==> config.mk <==
export PLATFORM = sky130hd
export DESIGN_NAME = rgbc_kernel_flat
export DESIGN_NICKNAME = d
export VERILOG_FILES = /design/src/rtl/rgbc_pkg.sv /design/src/rtl/rgbc_ifaces.sv /design/src/rtl/rgbc_kernel.sv /design/src/flat_wrapper.sv
export SDC_FILE = /design/constraint.sdc
export NUM_CORES = 2
export LEC_CHECK = 0
export BUFFER_PORTS_ARGS = -buffer_cell sky130_fd_sc_hd__clkbuf_2
export CORE_ASPECT_RATIO = 1.4
export CORE_UTILIZATION = 30
export CTS_CLUSTER_SIZE = 24
export DETAILED_ROUTE_END_ITERATION = 8
export PLACE_DENSITY = 0.5
export SYNTH_ARGS = -nofsm -noshare
export SYNTH_HDL_FRONTEND = slang
export SYNTH_SLANG_ARGS = --single-unit
==> constraint.sdc <==
create_clock -name clk -period 26.6 [get_ports clk]
set_clock_uncertainty 0.1 [all_clocks]
set_input_delay 5.32 -clock clk [delete_from_list [all_inputs] [get_ports clk]]
set_output_delay 5.32 -clock clk [all_outputs]
set_load 0.02 [all_outputs]
==> src/rtl/rgbc_pkg.sv <==
package rgbc_pkg;

  localparam int MAX_WIDTH  = 2048;
  localparam int MAX_HEIGHT = 2048;
  localparam int COEF_BITS  = 16;

  localparam int CHAN_W     = 8;
  localparam int NUM_CHAN   = 3;
  localparam int PIX_W      = NUM_CHAN * CHAN_W;
  localparam int LB_W       = 2 * PIX_W;
  localparam int COL_W      = $clog2(MAX_WIDTH);
  localparam int ROW_W      = $clog2(MAX_HEIGHT);
  localparam int SIZE_W     = 12;
  localparam int MODE_W     = 2;
  localparam int CFG_IDX_W  = 3;
  localparam int CFG_DATA_W = 16;

  localparam logic [MODE_W-1:0] MODE_BOX   = 2'd0;
  localparam logic [MODE_W-1:0] MODE_GAUSS = 2'd1;
  localparam logic [MODE_W-1:0] MODE_SOBEL = 2'd2;

  localparam logic [CFG_IDX_W-1:0] REG_MODE    = 3'd0;
  localparam logic [CFG_IDX_W-1:0] REG_WIDTH   = 3'd1;
  localparam logic [CFG_IDX_W-1:0] REG_HEIGHT  = 3'd2;
  localparam logic [CFG_IDX_W-1:0] REG_GCENTER = 3'd3;
  localparam logic [CFG_IDX_W-1:0] REG_GEDGE   = 3'd4;
  localparam logic [CFG_IDX_W-1:0] REG_GCORNER = 3'd5;

  // floor(s / 9) == (s * 7282) >> 16 for every 3x3 sum of 8-bit values
  localparam int BOX_RECIP_W = 13;
  localparam logic [BOX_RECIP_W-1:0] BOX_RECIP = 13'd7282;
  localparam int BOX_SHIFT = 16;

  typedef logic [CHAN_W-1:0] chan_t;
  typedef logic [NUM_CHAN-1:0][CHAN_W-1:0] pixel_t;

  typedef struct packed {
    logic [MODE_W-1:0]    mode;
    logic [SIZE_W-1:0]    width;
    logic [SIZE_W-1:0]    height;
    logic [COEF_BITS-1:0] gauss_center;
    logic [COEF_BITS-1:0] gauss_edge;
    logic [COEF_BITS-1:0] gauss_corner;
  } cfg_t;

  typedef struct packed {
    pixel_t [8:0] px;
    logic         last;
  } win_t;

endpackage

==> src/rtl/rgbc_ifaces.sv <==


interface rgbc_result_if import rgbc_pkg::*; ();
  logic        valid;
  logic        ready;
  chan_t       red_out;
  chan_t       green_out;
  chan_t       blue_out;
  logic        frame_last;

  modport source(output valid, red_out, green_out, blue_out, frame_last, input ready);
  modport sink(input valid, red_out, green_out, blue_out, frame_last, output ready);
endinterface


==> src/rtl/rgbc_kernel.sv <==
module rgbc_kernel import rgbc_pkg::*; (
  input  logic          clk,
  input  logic          rst,
  input  cfg_t          cfg,
  input  logic          win_valid,
  output logic          win_ready,
  input  win_t          win,
  rgbc_result_if.source result
);

  localparam int SUM4_W = CHAN_W + 2;
  localparam int SUM9_W = CHAN_W + 4;
  localparam int PC_W   = COEF_BITS + CHAN_W;
  localparam int PE_W   = COEF_BITS + SUM4_W;
  localparam int PB_W   = SUM9_W + BOX_RECIP_W;
  localparam int GSUM_W = COEF_BITS + SUM9_W;
  localparam int GQ_W   = GSUM_W - COEF_BITS;

  // stage a: neighbour sums and sobel
  logic              a_valid, a_last;
  chan_t             a_ctr  [NUM_CHAN];
  logic [SUM4_W-1:0] a_esum [NUM_CHAN];
  logic [SUM4_W-1:0] a_csum [NUM_CHAN];
  logic [SUM9_W-1:0] a_bsum [NUM_CHAN];
  chan_t             a_sob  [NUM_CHAN];

  // stage b: products
  logic              b_valid, b_last;
  logic [PC_W-1:0]   b_pc [NUM_CHAN];
  logic [PE_W-1:0]   b_pe [NUM_CHAN];
  logic [PE_W-1:0]   b_pk [NUM_CHAN];
  logic [PB_W-1:0]   b_pb [NUM_CHAN];
  chan_t             b_sob [NUM_CHAN];

  logic              out_free, b_free, a_free;
  logic [SUM4_W-1:0] esum [NUM_CHAN];
  logic [SUM4_W-1:0] csum [NUM_CHAN];
  logic [SUM4_W-1:0] left [NUM_CHAN];
  logic [SUM4_W-1:0] right [NUM_CHAN];
  logic [SUM4_W-1:0] diff [NUM_CHAN];
  logic [GSUM_W-1:0] gsum [NUM_CHAN];
  logic [GQ_W-1:0]   gq   [NUM_CHAN];
  chan_t             res  [NUM_CHAN];

  assign out_free  = !result.valid || result.ready;
  assign b_free    = !b_valid || out_free;
  assign a_free    = !a_valid || b_free;
  assign win_ready = a_free;

  always_comb begin
    for (int c = 0; c < NUM_CHAN; c++) begin
      esum[c]  = SUM4_W'(win.px[1][c]) + SUM4_W'(win.px[3][c]) +
                 SUM4_W'(win.px[5][c]) + SUM4_W'(win.px[7][c]);
      csum[c]  = SUM4_W'(win.px[0][c]) + SUM4_W'(win.px[2][c]) +
                 SUM4_W'(win.px[6][c]) + SUM4_W'(win.px[8][c]);
      left[c]  = SUM4_W'(win.px[0][c]) + SUM4_W'({win.px[3][c], 1'b0}) +
                 SUM4_W'(win.px[6][c]);
      right[c] = SUM4_W'(win.px[2][c]) + SUM4_W'({win.px[5][c], 1'b0}) +
                 SUM4_W'(win.px[8][c]);
      diff[c]  = (left[c] >= right[c]) ? left[c] - right[c] : right[c] - left[c];
    end
  end

  always_comb begin
    for (int c = 0; c < NUM_CHAN; c++) begin
      gsum[c] = GSUM_W'(b_pc[c]) + GSUM_W'(b_pe[c]) + GSUM_W'(b_pk[c]);
      gq[c]   = gsum[c][GSUM_W-1:COEF_BITS];
      unique case (cfg.mode)
        MODE_GAUSS: res[c] = (gq[c] > GQ_W'(255)) ? 8'hFF : gq[c][CHAN_W-1:0];
        MODE_SOBEL: res[c] = b_sob[c];
        default:    res[c] = b_pb[c][BOX_SHIFT+CHAN_W-1:BOX_SHIFT];
      endcase
    end
  end

  always_ff @(posedge clk) begin
    if (rst) begin
      a_valid      <= 1'b0;
      b_valid      <= 1'b0;
      result.valid <= 1'b0;
    end else begin
      if (win_valid && a_free) begin
        a_valid <= 1'b1;
      end else if (b_free) begin
        a_valid <= 1'b0;
      end
      if (a_valid && b_free) begin
        b_valid <= 1'b1;
      end else if (out_free) begin
        b_valid <= 1'b0;
      end
      if (b_valid && out_free) begin
        result.valid <= 1'b1;
      end else if (result.ready) begin
        result.valid <= 1'b0;
      end
    end
  end

  always_ff @(posedge clk) begin
    if (win_valid && a_free) begin
      a_last <= win.last;
      for (int c = 0; c < NUM_CHAN; c++) begin
        a_ctr[c]  <= win.px[4][c];
        a_esum[c] <= esum[c];
        a_csum[c] <= csum[c];
        a_bsum[c] <= SUM9_W'(win.px[4][c]) + SUM9_W'(esum[c]) + SUM9_W'(csum[c]);
        a_sob[c]  <= (diff[c] > SUM4_W'(255)) ? 8'hFF : diff[c][CHAN_W-1:0];
      end
    end
    if (a_valid && b_free) begin
      b_last <= a_last;
      for (int c = 0; c < NUM_CHAN; c++) begin
        b_pc[c]  <= PC_W'(a_ctr[c]) * PC_W'(cfg.gauss_center);
        b_pe[c]  <= PE_W'(a_esum[c]) * PE_W'(cfg.gauss_edge);
        b_pk[c]  <= PE_W'(a_csum[c]) * PE_W'(cfg.gauss_corner);
        b_pb[c]  <= PB_W'(a_bsum[c]) * PB_W'(BOX_RECIP);
        b_sob[c] <= a_sob[c];
      end
    end
    if (b_valid && out_free) begin
      result.red_out    <= res[0];
      result.green_out  <= res[1];
      result.blue_out   <= res[2];
      result.frame_last <= b_last;
    end
  end

endmodule

==> src/flat_wrapper.sv <==
// flat-port wrapper written by rule: the top's interface ports become plain ports
module rgbc_kernel_flat import rgbc_pkg::*;
  (clk, rst, cfg, win_valid, win_ready, win, result_valid, result_red_out, result_green_out, result_blue_out, result_frame_last, result_ready);
  rgbc_result_if result_i ();
  input  logic clk;
  input  logic rst;
  input  cfg_t cfg;
  input  logic win_valid;
  output logic win_ready;
  input  win_t win;
  output wire logic [$bits(result_i.valid)-1:0] result_valid;
  output wire logic [$bits(result_i.red_out)-1:0] result_red_out;
  output wire logic [$bits(result_i.green_out)-1:0] result_green_out;
  output wire logic [$bits(result_i.blue_out)-1:0] result_blue_out;
  output wire logic [$bits(result_i.frame_last)-1:0] result_frame_last;
  input wire logic [$bits(result_i.ready)-1:0] result_ready;
  assign result_valid = result_i.valid;
  assign result_red_out = result_i.red_out;
  assign result_green_out = result_i.green_out;
  assign result_blue_out = result_i.blue_out;
  assign result_frame_last = result_i.frame_last;
  assign result_i.ready = result_ready;
  rgbc_kernel u_core (.clk(clk), .rst(rst), .cfg(cfg), .win_valid(win_valid), .win_ready(win_ready), .win(win), .result(result_i));
endmodule
==> metrics <==
initial antenna violation count=14; layout cells sized above 1=0.0565; EDFF count, synth=447; sequential fraction of the synthesis area=0.171; RSZ-0062 raised after global routing=no; Mapped Cells=8250; cell count after placement=11.8k; IO Pins=about 320; hold_buf cts=0; H-tree depth=2; Die W=around 440 um; Fillers=between 20k and 30k; post_cts resized=0; Final Cycle Share=0.443; shortest period the worst path allows=between 10000 and 15000 ps; post-route setup TNS=0 ps; Synth Cell Area=about 79000 um^2; grt ovf=0; Setup crit end kind=output pin; WL final=218000 um; Core Region=261000 um^2; post-layout util=0.329; average wire per cell in the routed design=18.3 um; Yosys Warn Count=0; Clock Latency Late Sink=~740 ps; Starting Density=0.302; CP Data Required Time=21180 ps; Synthesized Nets=10.8k; Vias/cell=4.81; worst min path class=reg2reg; post-synthesis register bit count=450; GPL Wtd Cong=0.884; startpoint types=input port; top_reg_cell synth=edfxtp_1; vias in the first global route=62.1k; Slew headroom=0.171; Die Area=about 270000 um^2; final setup vio count=0; nets=10.9k; maximum fanout along the worst path=6; postcts setup bufs=0; Clock Sinks=450; P&R area growth vs syn=9.09%; placed cell areas=84200 um^2; hpwl dp=179000 um; worst-case clock buffer depth=3; Residual DRC=0; hold violation count in the final report=0; Arrival @ worst endpoint=between 6000 and 7000 ps; Avg Synthesized Cell Area=~9.6 um^2; TritonCTS clock tree=built; initial DRC count=2408; GRT Resource Usage Total=0.166; Worst Max-Slew Pin Slew=1240 ps; CTS Buf Count=55; asr flop ratio synth=0; DRT antenna net count=0; Die Y=609 um; max-cap violations=0; via count=57.4k; Finished Layout Cells=around 12k; num rows=roughly 220; critical setup path kind=in2out; largest net degree at the start of global routing=107; Clk pin slew, worst setup/hold paths=60 ps; Pre-antenna DRT Iters=7; fin. max-slew vios=0; first-pass GRT wire length=345000 um; status=finished clean; # port buffers=297; Distinct cells, synth=84; clk root buf=clkbuf_16; fmax=roughly 0.085 GHz; fin area=between 80000 and 90000 um^2
-- sequential cells by signal, indices dropped and copies added (netlist names) --
name                      cells
u_core.result.red_out         8
u_core.result.valid           1
u_core.a_bsum                36
u_core.result.blue_out        8
u_core.a_csum                30
u_core.a_ctr                 24
u_core.a_esum                30
u_core.b_valid                1
u_core.b_pk                  78
u_core.b_pc                  72
u_core.a_sob                 24
u_core.a_last                 1
u_core.b_sob                 24
u_core.b_pe                  78
u_core.result.frame_last      1
u_core.result.green_out       8
u_core.b_pb                  24
u_core.b_last                 1
u_core.a_valid                1
-- through the flow --
stage	setup WS (ps)	hold slack, ps
CTS	14810	314
detailed placement	14810	305
global route	14740	325
finish	14820	308
global placement	14830	301
floorplan	7140	300
-- critical path: stages --
cell      delay (ps)
clkbuf_2          80
nor2b_1          570
nand3_1          190
clkbuf_2         190
-- layout make-up --
class,count,area [um^2],area share
well taps,3472,4340,0.0505
diodes,6,15.0,0.000174
clock buffers,59,1390,0.0162
flip-flops and latches,450,13500,0.157
repair buffers,338,1810,0.0210
inverters,1431,5370,0.0624
multi-input cells,6135,59200,0.688
clock inverters,41,465,0.00541
-- cells in the mapped netlist (all sizes together) (15+ instances only) --
cell type,number,area share
edfxtp,447,0.17
a211oi,48,0.0047
a21oi,376,0.024
inv,1431,0.068
or3,25,0.0020
or2,20,0.0016
xor2,119,0.013
and2,621,0.049
fa,1125,0.29
xnor2,350,0.039
a21boi,22,0.0021
a21o,161,0.015
nand3,70,0.0044
and3,30,0.0024
nor2b,68,0.0054
o31ai,18,0.0017
ha,1109,0.18
o31a,15,0.0017
clkbuf,230,0.011
nor2,234,0.011
nand2b,62,0.0049
a31oi,50,0.0040
nand4,20,0.0016
o21bai,91,0.0087
o21ai,209,0.013
o21a,55,0.0052
o211ai,20,0.0019
nor3,89,0.0056
nand2,951,0.045
-- placed cells by master (no fill, tap or decap), types with 9 or more instances in the layout --
cell type / n
fa_1: 1125
buf_4: 40
a31oi_1: 49
o2111ai_1: 11
o31a_1: 15
edfxtp_1: 447
nand2_1: 950
o21bai_1: 91
inv_1: 1430
nand2b_1: 62
mux2i_1: 14
and2_1: 621
o21ai_0: 201
and4_1: 9
a21boi_0: 20
nand3_1: 70
clkbuf_16: 55
xor2_1: 119
xnor2_1: 350
o31ai_1: 18
o211ai_1: 20
a21oi_1: 376
nand4_1: 20
a211o_1: 12
a211oi_1: 46
or2_2: 20
clkbuf_2: 297
nor2b_1: 67
or3_1: 25
a21o_1: 161
o21a_1: 55
ha_1: 1109
nor3_1: 89
a311oi_1: 9
and3_1: 30
nor2_1: 234
-- routing by layer --
metal  part of all wire  GRT usage  up-vias
met3              0.034     0.0174      302
met1               0.39      0.187    29000
met2               0.53      0.318     1042
met4              0.038     0.0597        2
met5           0.000046          0        -
li1                   -          -    27000
-- final timing paths --
kind	from	endpoint	slack, ps	cells past startpoint
max reg2reg	u_core.b_pe[0][53]	u_core.result.blue_out[6]	19760	21
min	u_core.a_sob[0][22]	u_core.b_sob[0][22]	310	0
min reg2reg	u_core.a_sob[0][22]	u_core.b_sob[0][22]	310	0
max	result_ready	win_ready	14820	4
-- cells by family (layout without fill, tap and decap cells) --
logic type	Yosys count	in the layout	synth area share
other	0	6	0
AO/OA/AOI/OAI	1179	1179	0.0961
flip-flops	450	450	0.171
buffers and inverters	1665	1869	0.0792
multiplexers	21	21	0.00277
adder cells (fa/ha/maj)	2234	2234	0.461
AND/OR/NAND/NOR	2232	2232	0.138
XOR/XNOR	469	469	0.0520
Power is not shown: default switching activity piles up to over one toggle a cycle in this logic, so the estimate is an artifact.
