## src/rtl/rgbc_pkg.sv

```systemverilog
package rgbc_pkg;

  localparam int MAX_WIDTH  = 2048;
  localparam int MAX_HEIGHT = 2048;
  localparam int COEF_BITS  = 16;

  localparam int CHAN_W     = 8;
  localparam int NUM_CHAN   = 3;
  localparam int PIX_W      = NUM_CHAN * CHAN_W;
  localparam int LB_W       = 2 * PIX_W;
  localparam int COL_W      = $clog2(MAX_WIDTH);
  localparam int ROW_W      = $clog2(MAX_HEIGHT);
  localparam int SIZE_W     = 12;
  localparam int MODE_W     = 2;
  localparam int CFG_IDX_W  = 3;
  localparam int CFG_DATA_W = 16;

  localparam logic [MODE_W-1:0] MODE_BOX   = 2'd0;
  localparam logic [MODE_W-1:0] MODE_GAUSS = 2'd1;
  localparam logic [MODE_W-1:0] MODE_SOBEL = 2'd2;

  localparam logic [CFG_IDX_W-1:0] REG_MODE    = 3'd0;
  localparam logic [CFG_IDX_W-1:0] REG_WIDTH   = 3'd1;
  localparam logic [CFG_IDX_W-1:0] REG_HEIGHT  = 3'd2;
  localparam logic [CFG_IDX_W-1:0] REG_GCENTER = 3'd3;
  localparam logic [CFG_IDX_W-1:0] REG_GEDGE   = 3'd4;
  localparam logic [CFG_IDX_W-1:0] REG_GCORNER = 3'd5;

  // floor(s / 9) == (s * 7282) >> 16 for every 3x3 sum of 8-bit values
  localparam int BOX_RECIP_W = 13;
  localparam logic [BOX_RECIP_W-1:0] BOX_RECIP = 13'd7282;
  localparam int BOX_SHIFT = 16;

  typedef logic [CHAN_W-1:0] chan_t;
  typedef logic [NUM_CHAN-1:0][CHAN_W-1:0] pixel_t;

  typedef struct packed {
    logic [MODE_W-1:0]    mode;
    logic [SIZE_W-1:0]    width;
    logic [SIZE_W-1:0]    height;
    logic [COEF_BITS-1:0] gauss_center;
    logic [COEF_BITS-1:0] gauss_edge;
    logic [COEF_BITS-1:0] gauss_corner;
  } cfg_t;

  typedef struct packed {
    pixel_t [8:0] px;
    logic         last;
  } win_t;

endpackage

```

## src/rtl/rgbc_ifaces.sv

```systemverilog


interface rgbc_cfg_if import rgbc_pkg::*; ();
  logic                  valid;
  logic                  ready;
  logic [CFG_IDX_W-1:0]  index;
  logic [CFG_DATA_W-1:0] data;

  modport source(output valid, index, data, input ready);
  modport sink(input valid, index, data, output ready);
endinterface

```

## src/rtl/rgbc_cfg_regs.sv

```systemverilog
module rgbc_cfg_regs import rgbc_pkg::*; (
  input  logic       clk,
  input  logic       rst,
  rgbc_cfg_if.sink   wr,
  output cfg_t       cfg
);

  localparam logic [SIZE_W-1:0] SIZE_MIN   = SIZE_W'(3);
  localparam logic [SIZE_W-1:0] WIDTH_MAX  = SIZE_W'(MAX_WIDTH);
  localparam logic [SIZE_W-1:0] HEIGHT_MAX = SIZE_W'(MAX_HEIGHT);

  logic [MODE_W-1:0]    mode;
  logic [SIZE_W-1:0]    width;
  logic [SIZE_W-1:0]    height;
  logic [COEF_BITS-1:0] gauss_center;
  logic [COEF_BITS-1:0] gauss_edge;
  logic [COEF_BITS-1:0] gauss_corner;

  function automatic logic [SIZE_W-1:0] clamp_size(logic [SIZE_W-1:0] v,
                                                   logic [SIZE_W-1:0] hi);
    logic [SIZE_W-1:0] r;
    r = v;
    if (v < SIZE_MIN) begin
      r = SIZE_MIN;
    end else if (v > hi) begin
      r = hi;
    end
    return r;
  endfunction

  assign wr.ready = 1'b1;

  always_ff @(posedge clk) begin
    if (rst) begin
      mode         <= MODE_BOX;
      width        <= SIZE_W'(640);
      height       <= SIZE_W'(480);
      gauss_center <= COEF_BITS'(8572);
      gauss_edge   <= COEF_BITS'(7565);
      gauss_corner <= COEF_BITS'(6676);
    end else if (wr.valid && wr.ready) begin
      unique case (wr.index)
        REG_MODE:    mode         <= wr.data[MODE_W-1:0];
        REG_WIDTH:   width        <= wr.data[SIZE_W-1:0];
        REG_HEIGHT:  height       <= wr.data[SIZE_W-1:0];
        REG_GCENTER: gauss_center <= COEF_BITS'(wr.data);
        REG_GEDGE:   gauss_edge   <= COEF_BITS'(wr.data);
        REG_GCORNER: gauss_corner <= COEF_BITS'(wr.data);
        default: ;
      endcase
    end
  end

  always_comb begin
    cfg.mode         = mode;
    cfg.width        = clamp_size(width, WIDTH_MAX);
    cfg.height       = clamp_size(height, HEIGHT_MAX);
    cfg.gauss_center = gauss_center;
    cfg.gauss_edge   = gauss_edge;
    cfg.gauss_corner = gauss_corner;
  end

endmodule

```

## src/flat_wrapper.sv

```systemverilog
// flat-port wrapper written by rule: the top's interface ports become plain ports
module rgbc_cfg_regs_flat import rgbc_pkg::*;
  (clk, rst, cfg, wr_valid, wr_index, wr_data, wr_ready);
  rgbc_cfg_if wr_i ();
  input  logic clk;
  input  logic rst;
  output cfg_t cfg;
  input wire logic [$bits(wr_i.valid)-1:0] wr_valid;
  input wire logic [$bits(wr_i.index)-1:0] wr_index;
  input wire logic [$bits(wr_i.data)-1:0] wr_data;
  output wire logic [$bits(wr_i.ready)-1:0] wr_ready;
  assign wr_i.valid = wr_valid;
  assign wr_i.index = wr_index;
  assign wr_i.data = wr_data;
  assign wr_ready = wr_i.ready;
  rgbc_cfg_regs u_core (.clk(clk), .rst(rst), .wr(wr_i), .cfg(cfg));
endmodule
```

## config.mk

```make
export PLATFORM = sky130hd
export DESIGN_NAME = rgbc_cfg_regs_flat
export DESIGN_NICKNAME = d
export VERILOG_FILES = /design/src/rtl/rgbc_pkg.sv /design/src/rtl/rgbc_ifaces.sv /design/src/rtl/rgbc_cfg_regs.sv /design/src/flat_wrapper.sv
export SDC_FILE = /design/constraint.sdc
export NUM_CORES = 1
export LEC_CHECK = 0
export BUFFER_PORTS_ARGS = -buffer_cell sky130_fd_sc_hd__buf_2
export CORE_UTILIZATION = 44
export DETAILED_ROUTE_END_ITERATION = 16
export PLACE_DENSITY = 0.71
export SLEW_MARGIN = 15
export SYNTH_ARGS = -nofsm -noshare
export SYNTH_HDL_FRONTEND = slang
export SYNTH_SLANG_ARGS = --single-unit
```

## constraint.sdc

```tcl
create_clock -name clk -period 3 [get_ports clk]
set_input_delay 0.9 -clock clk [delete_from_list [all_inputs] [get_ports clk]]
set_output_delay 0.9 -clock clk [all_outputs]
set_load 0.02 [all_outputs]
```

==> results of run 1 <==
[layout make-up]
type                       instances  area (um2)  share of cell area, %
sequential                        74        1480                   41.2
multi-input combinational        233        1260                   35.2
timing repair buffer              98         498                   13.9
clock buffer                       9         124                   3.45
clock inverter                     7         116                   3.24
tap                               77        96.3                   2.68
inverter                           4        15.0                  0.418
[state kept, by name, summed over array words and instances (netlist names)]
name and flops:
u_core.gauss_edge 16, u_core.gauss_corner 16, u_core.gauss_center 16, u_core.mode 2
u_core.height 12, u_core.width 12
[power breakdown]
group	total (W)	switching (W)	internal, W
Sequential	0.00102	0.0000150	0.00101
Clock	0.000928	0.000376	0.000552
Combinational	0.000177	0.000117	0.0000604
[worst register-to-register path, delay by kind of cell (launching register included)]
family	cells	cell delay, ps
flip-flops	1	590
multiplexers	1	130
AND/OR/NAND/NOR	1	100
[routing by layer]
layer  track usage [%]  share of wire (%)  vias to the layer above
met3              5.96                6.9                       12
met1              28.0                 46                     1181
met4              11.0                1.9                        0
met2              33.2                 45                       81
met5                 0                  0                        -
li1                  -                  -                     1283
[metrics by stage]
step / setup slack [ps] / cell area, um2 / power (W)
floorplan: 1000 / 2920 / 0.00115
global placement: 886 / 3350 / 0.00122
detailed placement: 889 / 3350 / 0.00122
CTS: 553 / 3590 / 0.00215
global route: 429 / 3590 / 0.00221
finish: 577 / 3590 / 0.00213
[how the worst max path moves through the flow]
| stage | startpoint | end | slack, ps | depth (start not counted) |
|---|---|---|---|---|
| 2_1_floorplan | wr_index[0] | u_core.gauss_edge[15] | 1000 | 6 |
| 3_3_place_gp | wr_index[2] | u_core.gauss_center[2] | 890 | 4 |
| 3_5_place_dp | wr_index[0] | u_core.gauss_edge[7] | 890 | 4 |
| 4_1_cts | u_core.height[5] | cfg[48] | 550 | 4 |
| 5_1_grt | u_core.height[5] | cfg[48] | 430 | 4 |
| 6_report | u_core.height[5] | cfg[48] | 580 | 4 |
[cells in the mapped netlist, drive strengths merged (4+ instances only)]
cell,number,area (um2)
a211o,8,70.1
a21oi,41,205
buf,13,97.6
clkbuf,15,57.6
dfxtp,74,1480
inv,4,15.0
mux2i,18,180
nand2,74,278
nand3b,7,52.6
nor2,28,105
nor2b,26,163
nor3,17,85.1
[kinds of logic (layout without fill, tap and decap cells)]
kind of cell / count (synthesis) / in the layout / share of synthesized area, %
simple gates: 165 / 165 / 27.6
flops: 74 / 74 / 50.8
compound gates: 49 / 49 / 9.44
buf+inv: 32 / 118 / 5.84
mux: 18 / 18 / 6.18
other cells: 1 / 1 / 0.129
==> flow_summary_export.csv, run 1 <==
group,metric,value,unit
outcome,run_status,"completed",
synthesis,postSynthCellCount,339,
critical_path,worstSetupStartpointType,"flop",
cells_and_area,layout.cells.most_common,"sky130_fd_sc_hd__buf_2",
grt,overflow_left_after_global_routing,0,
synthesis,dominantRegCellSynth,"sky130_fd_sc_hd__dfxtp_1",
critical_path,critical_path.n_buffers_inverters,1,
timing,tightest_slew,814,ps
clock_network,max-clock-path-buffers,2,
cells_and_area,area_delta_synth_final,23.3,%
die,die_h,83.4,um
clock_network,cts_setup_buffers,0,
synthesis,synth_area,0.00292,mm2
place,gpl.final_weighted_congestion,0.755,
critical_path,cpPeakStageDelay,330,ps
clock_network,tritoncts,"built",
timing,maxClockFrequency,413,MHz
route,num_vias,2557,
timing,post-route-period-util,80.8,%
timing,final.setup.tns,0,ps
critical_path,critPathKind,"reg -> out",
cells_and_area,most_used_cells_in_the_layout_excluding_fill_and_tap_cells,"sky130_fd_sc_hd__buf_2 (95), sky130_fd_sc_hd__nand2_1 (74), sky130_fd_sc_hd__dfxtp_1 (74)",
die,core-area,0.00639,mm2
critical_path,required,2100,ps
grt,antenna_found_initial,0,
critical_path,worstReg2RegEnd,"u_core.height[11]",
critical_path,arrival_time_of_the_worst_setup_path,1520,ps
route,ant_nets,0,
clock_network,worst_setup_hold_path_clk_slew,80,ps
critical_path,critPathSlowestCell,"sky130_fd_sc_hd__dfxtp_1",
place,dpl.cell_count,486,
clock_network,ctsHoldBuffers,0,
pwr,power_density,591,mW/mm2
route,drtPass1Iterations,4,
critical_path,critPathMaxFanout,3,
timing,timing.hold.ws,457,ps
critical_path,crit_chain,"nor4_1 > nand3_1 > a21oi_1 > buf_2",
timing,hold_viol_final,0,
route,drc_violations_left,0,
timing,finalSetupViolCount,0,
timing,period_needed,2420,ps
die,placementRows,29,
clock_network,cts.sinks,74,
worst_hold_path,hold_path_startpoint,"u_core.gauss_corner[14]",
place,dp.final_hpwl,4970,um
place,port_buffers,95,
cells_and_area,final_core_util,56.3,%
synthesis,synth.yosys.warnings,0,
job,maxCapViolations,0,
die,floorplan.die.width,83.4,um
timing,max-slew-margin-rel,45.7,%
synthesis,avg_inst_size_synth,8.60,um2
clock_network,number_of_buffers_created_by_cts,9,
clock_network,clock_insertion_delay_worst_skew,340,ps
synthesis,synth.distinct_cells,27,
critical_path,cpLargestDelayFamily,"simple AND/OR/NAND/NOR gates",
cells_and_area,final_layout_size_suffix_gt1_share,27.5,%
synthesis,synth-async-reset-ratio,0,%
pwr,p_leak,1.50,nW
grt,first_global_vias,2261,
worst_hold_path,hold-path-endpoint,"u_core.gauss_corner[14]",
synthesis,synth-edff-count,0,
worst_hold_path,hold_path_class,"reg -> reg",
timing,rsz0062_at_grt,"false",
critical_path,crit-reg2reg-launch,"u_core.height[11]",
route,via_density,5.09,
die,die_area,0.00696,mm2
route,detailedRoute.firstIterationViolations,116,
critical_path,reg2reg_slack,2120,ps
die,top_level_ports,97,
grt,grt_pass1_wl,11600,um
critical_path,critPathCaptureType,"primary output",
clock_network,cts.repair.resized,0,
synthesis,yosys_register_bits,74,
worst_hold_path,worstHoldPathCells,2,
cells_and_area,finalNonFillerCells,502,
clock_network,root_buffer,"sky130_fd_sc_hd__clkbuf_8",
grt,grt.total_usage,21.7,%
synthesis,syn_nets,361,
timing,timing.final.max_slew_violations,0,
cells_and_area,count_of_nets_after_finishing,442,
route,wire_per_inst,14.4,um
pwr,vdd_ir_drop_max,380,uV
cells_and_area,diodes,0,
route,routed_wl,7250,um
critical_path,r2r.worst_path.cells,2,
cells_and_area,fill_cell_instance_count_of_the_final_layout,630,
timing,fin_skew,0,ps
grt,grt_max_degree,49,
clock_network,ctsHtreeMaxLevel,3,
synthesis,ys_seq_area_share,50.8,%
die,start_util,45.7,%
Power figures use the tool's default switching activity.
==> run 2: changes to the inputs <==
==> constraint.sdc (replaced) <==
create_clock -name clk -period 2.5 [get_ports clk]
set_input_delay 0.75 -clock clk [delete_from_list [all_inputs] [get_ports clk]]
set_output_delay 0.75 -clock clk [all_outputs]
set_load 0.02 [all_outputs]
==> flow_summary_export.csv, run 2 (synthesis results as in run 1) <==
group,metric,value,unit
clock_network,cts_setup_buffers,0,
critical_path,cpLargestDelayFamily,"simple AND/OR/NAND/NOR gates",
critical_path,critPathCaptureType,"primary output",
pwr,power.combinational.fraction,9.0,%
critical_path,arrival_time_of_the_worst_setup_path,1500,ps
clock_network,cts.sinks,74,
pwr,power.switching_fraction,24.3,%
timing,max-slew-margin-rel,50.4,%
clock_network,cts.repair.resized,0,
die,start_util,45.7,%
clock_network,ctsHtreeMaxLevel,3,
route,drc_violations_left,0,
timing,maxClockFrequency,445,MHz
cells_and_area,count_of_nets_after_finishing,444,
pwr,power_density,670,mW/mm2
pwr,clock_power_share,40.2,%
clock_network,ctsHoldBuffers,0,
grt,grt.total_usage,21.0,%
critical_path,critical_path.n_buffers_inverters,1,
pwr,p_leak,1.50,nW
place,port_buffers,95,
critical_path,worstSetupStartpointType,"flop",
cells_and_area,biggestRegsByFlops,"u_core.gauss_center: 16 flops, u_core.gauss_corner: 16 flops, u_core.gauss_edge: 16 flops",
die,die_area,0.00696,mm2
pwr,power.internal,0.00182,W
cells_and_area,final_layout_size_suffix_gt1_share,27.9,%
cells_and_area,fill_cell_instance_count_of_the_final_layout,608,
timing,post-route-period-util,89.8,%
timing,finalSetupViolCount,0,
route,via_density,5.03,
grt,antenna_found_initial,0,
cells_and_area,most_used_cells_in_the_layout_excluding_fill_and_tap_cells,"sky130_fd_sc_hd__buf_2 (95), sky130_fd_sc_hd__nand2_1 (74), sky130_fd_sc_hd__dfxtp_1 (74)",
critical_path,critPathSlowestCell,"sky130_fd_sc_hd__dfxtp_1",
pwr,power_switching,0.000586,W
pwr,vdd_ir_drop_max,426,uV
route,drtPass1Iterations,5,
place,dp.final_hpwl,4890,um
place,placed_area,0.00338,mm2
clock_network,max-clock-path-buffers,2,
route,detailedRoute.firstIterationViolations,150,
timing,rsz0062_at_grt,"false",
route,num_vias,2536,
grt,grt_max_degree,43,
clock_network,number_of_buffers_created_by_cts,9,
critical_path,required,1750,ps
timing,fin_skew,0,ps
route,ant_nets,0,
cells_and_area,final_cell_area,0.00360,mm2
timing,period_needed,2250,ps
grt,overflow_left_after_global_routing,0,
grt,grt_pass1_wl,11400,um
clock_network,worst_setup_hold_path_clk_slew,80,ps
die,placementRows,29,
job,maxCapViolations,0,
timing,timing.final.max_slew_violations,0,
critical_path,crit_chain,"nor4_1 > nand3_1 > a21oi_1 > buf_2",
die,core-area,0.00639,mm2
critical_path,cpPeakStageDelay,340,ps
critical_path,critPathKind,"reg -> out",
die,die_h,83.4,um
cells_and_area,finalNonFillerCells,504,
route,wire_per_inst,14.1,um
cells_and_area,area_delta_synth_final,23.3,%
clock_network,clock_insertion_delay_worst_skew,330,ps
clock_network,tritoncts,"built",
die,floorplan.die.width,83.4,um
die,top_level_ports,97,
cells_and_area,diodes,0,
pwr,seqPwrFrac,50.8,%
place,dpl.cell_count,488,
clock_network,root_buffer,"sky130_fd_sc_hd__clkbuf_8",
cells_and_area,layout.cells.most_common,"sky130_fd_sc_hd__buf_2",
timing,tightest_slew,744,ps
outcome,run_status,"completed",
timing,hold_viol_final,0,
critical_path,critPathMaxFanout,3,
grt,first_global_vias,2283,
timing,final.setup.tns,0,ps
worst_hold_path,hold_path_class,"reg -> reg",
route,routed_wl,7100,um
place,gpl.final_weighted_congestion,0.775,
-- run 2: metal layers --
| layer | wire length [um] | up-vias | global-route usage (%) |
|---|---|---|---|
| met1 | 3360 | 1161 | 28.2 |
| met2 | 3120 | 76 | 32.6 |
| met3 | 502 | 11 | 4.47 |
| li1 | - | 1288 | - |
| met5 | 0 | - | 0 |
| met4 | 118 | 0 | 8.93 |
-- run 2: final timing paths --
path,start,end,slack (ps),depth (start not counted)
max,u_core.height[5],cfg[49],250,4
min,u_core.gauss_corner[14],u_core.gauss_corner[14],450,2
max reg2reg,u_core.height[11],u_core.height[11],1620,2
min reg2reg,u_core.gauss_corner[14],u_core.gauss_corner[14],450,2
-- run 2: metrics by stage --
stage	hold slack [ps]	setup slack [ps]	power, W	utilization (%)
after floorplan	436	652	0.00138	-
after global placement	440	497	0.00147	53.0
after detailed placement	448	473	0.00147	53.0
after CTS	457	219	0.00242	56.3
after global routing	474	154	0.00250	56.3
final	455	255	0.00241	56.3
-- run 2: cell type report --
type                            instances  area, um2  share of cell area, %
Clock buffer                           12        165                   4.59
Inverter                                4       15.0                  0.418
Tap cell                               77       96.3                   2.68
Clock inverter                          4       48.8                   1.36
Sequential cell                        74       1480                   41.2
Multi-Input combinational cell        233       1260                   35.1
Timing Repair Buffer                  100        526                   14.6
-- run 2: power by group through the flow --
stage | Combinational (W) | Clock, W | Sequential (W)
2_1_floorplan | 0.000112 | 0 | 0.00127
3_3_place_gp | 0.000215 | 0 | 0.00125
3_5_place_dp | 0.000217 | 0 | 0.00125
4_1_cts | 0.000218 | 0.000978 | 0.00122
5_1_grt | 0.000234 | 0.00104 | 0.00123
6_report | 0.000217 | 0.000969 | 0.00122
-- run 2: worst reg2reg max path: cells and delay by family, from the launching register on --
kind             cells  cell delay [ps]
multiplexers         1              130
AND/OR/NAND/NOR      1               90
flip-flops           1              590
